==> config.mk <==
export PLATFORM = sky130hd
export DESIGN_NAME = mandelbrot_escape_time_top
export DESIGN_NICKNAME = d
export VERILOG_FILES = /design/src/hdl/mbrot_pkg.sv /design/src/hdl/mbrot_mul.sv /design/src/hdl/mandelbrot_escape_time_top.sv
export SDC_FILE = /design/constraint.sdc
export NUM_CORES = 2
export LEC_CHECK = 0
export BUFFER_PORTS_ARGS = -buffer_cell sky130_fd_sc_hd__buf_2
export CORE_MARGIN = 2
export CORE_UTILIZATION = 35
export CTS_CLUSTER_DIAMETER = 50
export DETAILED_ROUTE_END_ITERATION = 12
export PLACE_DENSITY_LB_ADDON = 0.1
export SLEW_MARGIN = 20
export SYNTH_ARGS = -nofsm -noshare
export SYNTH_HDL_FRONTEND = slang
export SYNTH_HIERARCHICAL = 1
export SYNTH_SLANG_ARGS = --single-unit
==> constraint.sdc <==
create_clock -name clk -period 18.6 [get_ports clk]
set_input_delay 4.65 -clock clk [delete_from_list [all_inputs] [get_ports clk]]
set_output_delay 4.65 -clock clk [all_outputs]
set_load 0.1 [all_outputs]
==> src/hdl/mbrot_pkg.sv <==
// ----------------------------------------------------------------------------
// Mandelbrot escape-time package
// Widths, constants and sequencer states shared by the escape-time block.
// ----------------------------------------------------------------------------
package mbrot_pkg;

  localparam int COORD_WIDTH = 32;
  localparam int FRAC_BITS   = 28;
  localparam int COUNT_WIDTH = 16;

  localparam int C_W   = COORD_WIDTH - 1;
  localparam int ZB_W  = FRAC_BITS + 3;
  localparam int N_W   = ((C_W > ZB_W) ? C_W : ZB_W) + 2;
  localparam int M_W   = N_W - 1;
  localparam int P_W   = 2 * M_W;
  localparam int SQ_W  = P_W - FRAC_BITS;
  localparam int MAG_W = SQ_W + 1;

  localparam int IN_DATA_W  = ((2 * C_W + 7) / 8) * 8;
  localparam int OUT_DATA_W = ((COUNT_WIDTH + 7) / 8) * 8;

  localparam logic [COUNT_WIDTH-1:0] ITER_LIMIT_RESET = COUNT_WIDTH'(1000);
  localparam logic [MAG_W-1:0]       FOUR = MAG_W'(4) << FRAC_BITS;
  localparam logic [M_W-1:0]         Z_MAX = M_W'(1) << (FRAC_BITS + 1);

  typedef enum logic [3:0] {
    S_IDLE,
    S_XX,
    S_YY,
    S_XY,
    S_SUM0,
    S_SUM,
    S_ABS,
    S_NX,
    S_NY,
    S_MAG,
    S_LIMIT
  } state_t;

endpackage

==> src/hdl/mbrot_mul.sv <==
// ----------------------------------------------------------------------------
// Shared multiplier
// Unsigned magnitude product with the result sign, registered on enable.
// ----------------------------------------------------------------------------
module mbrot_mul (
  input  logic                       clk,
  input  logic                       en,
  input  logic [mbrot_pkg::M_W-1:0]  a,
  input  logic [mbrot_pkg::M_W-1:0]  b,
  input  logic                       neg_in,
  output logic [mbrot_pkg::P_W-1:0]  prod,
  output logic                       neg
);

  always_ff @(posedge clk) begin
    if (en) begin
      prod <= a * b;
      neg  <= neg_in;
    end
  end

endmodule

==> src/hdl/mandelbrot_escape_time_top.sv <==
// ----------------------------------------------------------------------------
// Mandelbrot escape-time unit
// Iterates z = z*z + c from z = 0 for one point and reports the escape index.
// ----------------------------------------------------------------------------
// Usage:
//   s_* carries one point per beat: c_re and c_im, signed Q3.28.
//   m_* returns one result beat per point: iteration count, escape flag.
//   cfg_* writes the iteration limit; write it only while the block is idle.
// Timing:
//   One shared 32x32 multiplier does the five products of every iteration,
//   so an iteration steps through three z products, product drain, sum,
//   absolute value, two squares of the new z and the escape test.
//   A point that escapes loads its result from the escape test; a point
//   that reaches the limit loads its result from the limit step.
//   s_tready is high only while no point is in work, so the next point is
//   taken in the cycle after its predecessor's result is loaded at the earliest.
// Reset: rst clears the sequencer and output valid; the limit returns to 1000.
// Stall:
//   A finished result waits in the output register; the next point is
//   accepted meanwhile, and its own result holds until that slot frees.
// ----------------------------------------------------------------------------
module mandelbrot_escape_time_top (
  input  logic                                  clk,
  input  logic                                  rst,
  input  logic                                  s_tvalid,
  output logic                                  s_tready,
  input  logic [mbrot_pkg::IN_DATA_W-1:0]       s_tdata,   // c_re, c_im, zero pad
  output logic                                  m_tvalid,
  input  logic                                  m_tready,
  output logic [mbrot_pkg::OUT_DATA_W-1:0]      m_tdata,   // iterations
  output logic [0:0]                            m_tuser,   // escaped
  input  logic                                  cfg_valid,
  output logic                                  cfg_ready,
  input  logic [mbrot_pkg::COUNT_WIDTH-1:0]     cfg_data   // iteration limit
);

  localparam int C_W  = mbrot_pkg::C_W;
  localparam int N_W  = mbrot_pkg::N_W;
  localparam int M_W  = mbrot_pkg::M_W;
  localparam int P_W  = mbrot_pkg::P_W;
  localparam int SQ_W = mbrot_pkg::SQ_W;
  localparam int CW   = mbrot_pkg::COUNT_WIDTH;
  localparam int FB   = mbrot_pkg::FRAC_BITS;
  localparam int OUT_DATA_W = mbrot_pkg::OUT_DATA_W;

  function automatic logic signed [N_W-1:0] floor_scale(input logic [P_W-1:0] p,
                                                         input logic n);
    logic signed [P_W:0] sp;
    sp = $signed({1'b0, p});
    if (n) begin
      sp = -sp;
    end
    return N_W'(sp >>> FB);
  endfunction

  mbrot_pkg::state_t state, state_next;

  logic [CW-1:0]         iter_limit;
  logic signed [N_W-1:0] cre, cim, xx, yy, xy, nx, ny;
  logic [M_W-1:0]        zx_abs, zy_abs, nx_abs, ny_abs;
  logic                  zx_neg, zy_neg;
  logic [SQ_W-1:0]       sqx;
  logic [CW-1:0]         count;
  logic                  out_valid, out_esc;
  logic [CW-1:0]         out_iter;

  logic                  mul_en, mul_neg_in, prod_neg;
  logic [M_W-1:0]        mul_a, mul_b;
  logic [P_W-1:0]        prod;
  logic signed [N_W-1:0] scaled;
  logic [mbrot_pkg::MAG_W-1:0] mag;
  logic                  escape, slot_free, last, load;
  logic [CW:0]           count_inc;
  logic signed [N_W-1:0] in_re, in_im;

  assign in_re = {{(N_W - C_W){s_tdata[C_W-1]}}, s_tdata[C_W-1:0]};
  assign in_im = {{(N_W - C_W){s_tdata[2*C_W-1]}}, s_tdata[2*C_W-1:C_W]};

  assign scaled    = floor_scale(prod, prod_neg);
  assign mag       = {1'b0, sqx} + {1'b0, prod[P_W-1:FB]};
  assign escape    = mag > mbrot_pkg::FOUR;
  assign slot_free = !out_valid || m_tready;
  assign count_inc = {1'b0, count} + (CW+1)'(1);
  assign last      = count_inc == {1'b0, iter_limit};

  assign s_tready  = state == mbrot_pkg::S_IDLE;
  assign cfg_ready = 1'b1;
  assign m_tvalid  = out_valid;
  assign m_tdata   = OUT_DATA_W'(out_iter);
  assign m_tuser   = out_esc;

  mbrot_mul u_mul (
    .clk    (clk),
    .en     (mul_en),
    .a      (mul_a),
    .b      (mul_b),
    .neg_in (mul_neg_in),
    .prod   (prod),
    .neg    (prod_neg)
  );

  always_ff @(posedge clk) begin
    if (rst) begin
      state <= mbrot_pkg::S_IDLE;
    end else begin
      state <= state_next;
    end
  end

  always_comb begin
    state_next = state;
    mul_en     = 1'b0;
    mul_a      = zx_abs;
    mul_b      = zy_abs;
    mul_neg_in = 1'b0;
    load       = 1'b0;
    case (state)
      mbrot_pkg::S_IDLE: begin
        if (s_tvalid) begin
          state_next = (iter_limit == '0) ? mbrot_pkg::S_LIMIT : mbrot_pkg::S_XX;
        end
      end
      mbrot_pkg::S_XX: begin
        mul_en     = 1'b1;
        mul_a      = zx_abs;
        mul_b      = zx_abs;
        state_next = mbrot_pkg::S_YY;
      end
      mbrot_pkg::S_YY: begin
        mul_en     = 1'b1;
        mul_a      = zy_abs;
        mul_b      = zy_abs;
        state_next = mbrot_pkg::S_XY;
      end
      mbrot_pkg::S_XY: begin
        mul_en     = 1'b1;
        mul_neg_in = zx_neg ^ zy_neg;
        state_next = mbrot_pkg::S_SUM0;
      end
      mbrot_pkg::S_SUM0: state_next = mbrot_pkg::S_SUM;
      mbrot_pkg::S_SUM:  state_next = mbrot_pkg::S_ABS;
      mbrot_pkg::S_ABS:  state_next = mbrot_pkg::S_NX;
      mbrot_pkg::S_NX: begin
        mul_en     = 1'b1;
        mul_a      = nx_abs;
        mul_b      = nx_abs;
        state_next = mbrot_pkg::S_NY;
      end
      mbrot_pkg::S_NY: begin
        mul_en     = 1'b1;
        mul_a      = ny_abs;
        mul_b      = ny_abs;
        state_next = mbrot_pkg::S_MAG;
      end
      mbrot_pkg::S_MAG: begin
        if (escape) begin
          if (slot_free) begin
            load       = 1'b1;
            state_next = mbrot_pkg::S_IDLE;
          end
        end else if (last) begin
          state_next = mbrot_pkg::S_LIMIT;
        end else begin
          state_next = mbrot_pkg::S_XX;
        end
      end
      mbrot_pkg::S_LIMIT: begin
        if (slot_free) begin
          load       = 1'b1;
          state_next = mbrot_pkg::S_IDLE;
        end
      end
      default: state_next = mbrot_pkg::S_IDLE;
    endcase
  end

  always_ff @(posedge clk) begin
    if (rst) begin
      iter_limit <= mbrot_pkg::ITER_LIMIT_RESET;
      out_valid  <= 1'b0;
    end else begin
      if (cfg_valid) begin
        iter_limit <= cfg_data;
      end
      if (load) begin
        out_valid <= 1'b1;
      end else if (m_tready) begin
        out_valid <= 1'b0;
      end
    end
  end

  always_ff @(posedge clk) begin
    case (state)
      mbrot_pkg::S_IDLE: begin
        if (s_tvalid) begin
          cre    <= in_re;
          cim    <= in_im;
          zx_abs <= '0;
          zy_abs <= '0;
          zx_neg <= 1'b0;
          zy_neg <= 1'b0;
          count  <= '0;
        end
      end
      mbrot_pkg::S_YY:   xx <= scaled;
      mbrot_pkg::S_XY:   yy <= scaled;
      mbrot_pkg::S_SUM0: xy <= scaled;
      mbrot_pkg::S_SUM: begin
        nx <= xx - yy + cre;
        ny <= (xy <<< 1) + cim;
      end
      mbrot_pkg::S_ABS: begin
        nx_abs <= M_W'(nx[N_W-1] ? -nx : nx);
        ny_abs <= M_W'(ny[N_W-1] ? -ny : ny);
      end
      mbrot_pkg::S_NY: sqx <= prod[P_W-1:FB];
      mbrot_pkg::S_MAG: begin
        if (escape) begin
          if (slot_free) begin
            out_iter <= count;
            out_esc  <= 1'b1;
          end
        end else begin
          zx_abs <= nx_abs;
          zy_abs <= ny_abs;
          zx_neg <= nx[N_W-1];
          zy_neg <= ny[N_W-1];
          count  <= count_inc[CW-1:0];
        end
      end
      mbrot_pkg::S_LIMIT: begin
        if (slot_free) begin
          out_iter <= iter_limit;
          out_esc  <= 1'b0;
        end
      end
      default: ;
    endcase
  end

  a_start: assert property (@(posedge clk) disable iff (rst)
    (s_tvalid && s_tready) |=> (state == mbrot_pkg::S_XX || state == mbrot_pkg::S_LIMIT))
    else $error("accepted point did not start the sequencer");

  a_sum_order: assert property (@(posedge clk) disable iff (rst)
    (state == mbrot_pkg::S_SUM) |-> ($past(state) == mbrot_pkg::S_SUM0))
    else $error("sum step entered out of order");

  a_result_src: assert property (@(posedge clk) disable iff (rst)
    $rose(m_tvalid) |-> ($past(state) == mbrot_pkg::S_MAG || $past(state) == mbrot_pkg::S_LIMIT))
    else $error("result beat raised outside a finishing step");

  a_z_bound: assert property (@(posedge clk) disable iff (rst)
    (state == mbrot_pkg::S_XX) |-> (zx_abs <= mbrot_pkg::Z_MAX && zy_abs <= mbrot_pkg::Z_MAX))
    else $error("z magnitude out of range before escape test");

endmodule

==> impl_metrics.yaml <==
worst_setup_path:
  path_max_fanout: 69
  arrival_ps: 11550
  critPathCaptureType: "flop"
  crit_type: "flop to flop"
  timing.rr.start: "state[0]$_SDFFE_PP0P_"
  start_kind: "flop"
  required_ps: 18950
  worstSetupStartpoint: "state[0]$_SDFFE_PP0P_"
worst_hold_path:
  holdCritStartpoint: "cim[0]$_DFFE_PP_"
  min_path_type: "flop to flop"
detailed_routing:
  dr_total_vias: 41251
  antenna_left: 0
  avgViaCountPerCell: 4.99
  drtIter0Drc: 2844
  wl_um: 170000
  drt_pass1_iterations: 5
  wl_per_cell_um: 20.6
  route.detailed.drc: 0
sta:
  max_freq_mhz: 89.3
  max-slew-margin-rel: 0.262
  fin_skew_ps: 42.8
  worst_pin_slew_ps: 1110
  finalHoldViolCount: 0
  fin_crit_ps: 11200
  drv_slew: 0
  period_share: 0.602
  rsz0062_at_grt: "no"
  setup_viol: 0
  setup_tns_ps: 0
floorplan:
  row_count: 152
  core_sq_mm: 0.171
  ios: 105
  initial_utilization: 0.351
  die_w_um: 418
  die_h_um: 418
  dieArea_sq_mm: 0.175
logic_synthesis:
  syn_area_sq_mm: 0.0601
  yosysTopAreaCellShare: 0.310
  ys_ff_latch: 511
  synth_async_sr_flop_share: 0
  synth_area_leader_cell: "fa_1"
  synth.distinct_cells: 100
  ys_top_cells_by_count: "inv_1 (1036), fa_1 (930), nand2_1 (706)"
  ys_warn_count: 6
  post-synth-top-count-cell: "inv_1"
  synth_fp_nets: 7397
  yosysSeqAreaShare: 0.252
  ys_top_cells_by_area: "fa_1 (31%), edfxtp_1 (24%), ha_1 (7.6%)"
  synth-edff-count: 490
  synth_ff_type: "edfxtp_1"
  synth.avg_cell_area_sq_um: 9.99
  synthCells: 6016
place:
  hpwl_um: 127000
  gp_congestion: 0.815
  portBuffers: 101
clock_network:
  numCtsBuffers: 76
  cts_setup_buffers: 0
  cts_sinks: 511
  clock_path_buffers: 3
  ctsResizeCount: 0
  clk-insertion-delay-late_ps: 660
  path_clk_slew_ps: 50
  hold_buffers: 0
  cts_htree_levels: 3
  cts_root_buf: "clkbuf_16"
  cts_tree: "done"
outcome:
  status: "finished, final reports clean"
global_route:
  overflow: 0
  grt_usage: 0.200
  antenna_found_initial: 6
  grt_pass1_vias: 44346
  grt_max_degree: 83
  grt_pass1_wl_um: 268000
cells_and_area:
  drive_gt1_frac: 0.0672
  num_antenna_cells: 0
  syn2layout_area_growth_pct: 9.21
  final_nets: 7361
run:
  drv_cap: 0
-- area by class of cell --
class / instances / area, sq um
Clock buffer: 83 / 1950
Clock inverter: 56 / 667
Fill cell: 17094 / 106000
Inverter: 1037 / 3890
Multi-Input combinational cell: 4167 / 40100
Sequential cell: 511 / 15100
Tap cell: 2233 / 2790
Timing Repair Buffer: 187 / 1150
-- placed cells by master, fill, tap and decap left out, drive strengths merged, types with 20 or more instances in the layout --
cell    netlist  final
nand4        50     50
nand2       707    707
clkinv        1     31
clkbuf      283     83
or3          21     21
edfxtp      490    490
xor2         74     74
inv        1036   1051
o31ai        40     40
nor4         28     28
and3         82     82
nand2b       25     25
a21oi       177    177
fa          930    930
nor2        166    166
mux2i        25     25
a22oi        33     33
a211oi       20     20
o21bai       21     21
dfxtp        21     21
a21o         73     73
xnor2       183    183
ha          366    366
nand3       135    135
nor3         32     32
buf          17    187
and2        608    608
o21ai       150    150
-- through the flow --
step	instances	setup slack (ps)	utilization	cell area, sq um	hold WS (ps)
after detailed placement	8135	7410	0.368	63000	416
after global routing	8274	6870	0.384	65600	447
after floorplan	6016	8780	-	60100	400
after CTS	8274	7340	0.384	65600	429
final	8274	7400	0.384	65600	424
after global placement	8135	7340	0.368	63000	411
-- per-layer routing --
metal	track usage	part of all wire	vias up
li1	-	-	19089
met1	0.290	0.48	21126
met2	0.319	0.45	854
met3	0.0252	0.045	182
met4	0.0458	0.021	0
met5	0	0	-
-- kinds of logic after synthesis --
family | after synthesis | synth area share
other | 1 | 0.0000624
and+or+nand+nor | 1930 | 0.163
adders and majority gates | 1297 | 0.386
buffers and inverters | 1338 | 0.0850
muxes | 26 | 0.00435
DFF | 511 | 0.252
AOI/OAI and AO/OA | 656 | 0.0722
xor gates and xnor gates | 257 | 0.0374
-- worst paths after layout --
kind         slack (ps)                        to  depth (start not counted)
max                7400  u_mul/prod[53]$_DFFE_PP_                         27
min                 420           ny[0]$_DFFE_PP_                          0
max reg2reg        7400  u_mul/prod[53]$_DFFE_PP_                         27
min reg2reg         420           ny[0]$_DFFE_PP_                          0
-- worst max-delay path, stage by stage (launching register included) --
cell	delay (ps)
dfxtp_1	520
inv_1	180
nor2_4	120
buf_4	510
nand3_2	780
nand3_1	350
nand3_2	760
and2_1	510
fa_1	480
fa_1	520
inv_1	50
fa_1	460
fa_1	490
fa_1	550
inv_1	60
fa_1	450
fa_1	560
fa_1	440
ha_1	420
a21o_1	230
a31oi_1	270
a2bb2oi_1	250
nand3_1	270
nor3_2	420
nor4_2	140
nor3b_1	660
o31ai_1	150
xor2_1	200
-- registers in the layout (all words and copies together), names as in the netlist, 4 cells and up --
signal,flops
xx,33
zy_abs,32
cim,31
nx_abs,32
cre,31
yy,33
u_mul/prod,64
count,16
zx_abs,32
xy,32
state,4
sqx,36
nx,33
ny_abs,32
iter_limit,16
ny,33
m_tdata,16
Power is not shown: default switching activity piles up to over one toggle a cycle in this logic, so the estimate is an artifact.
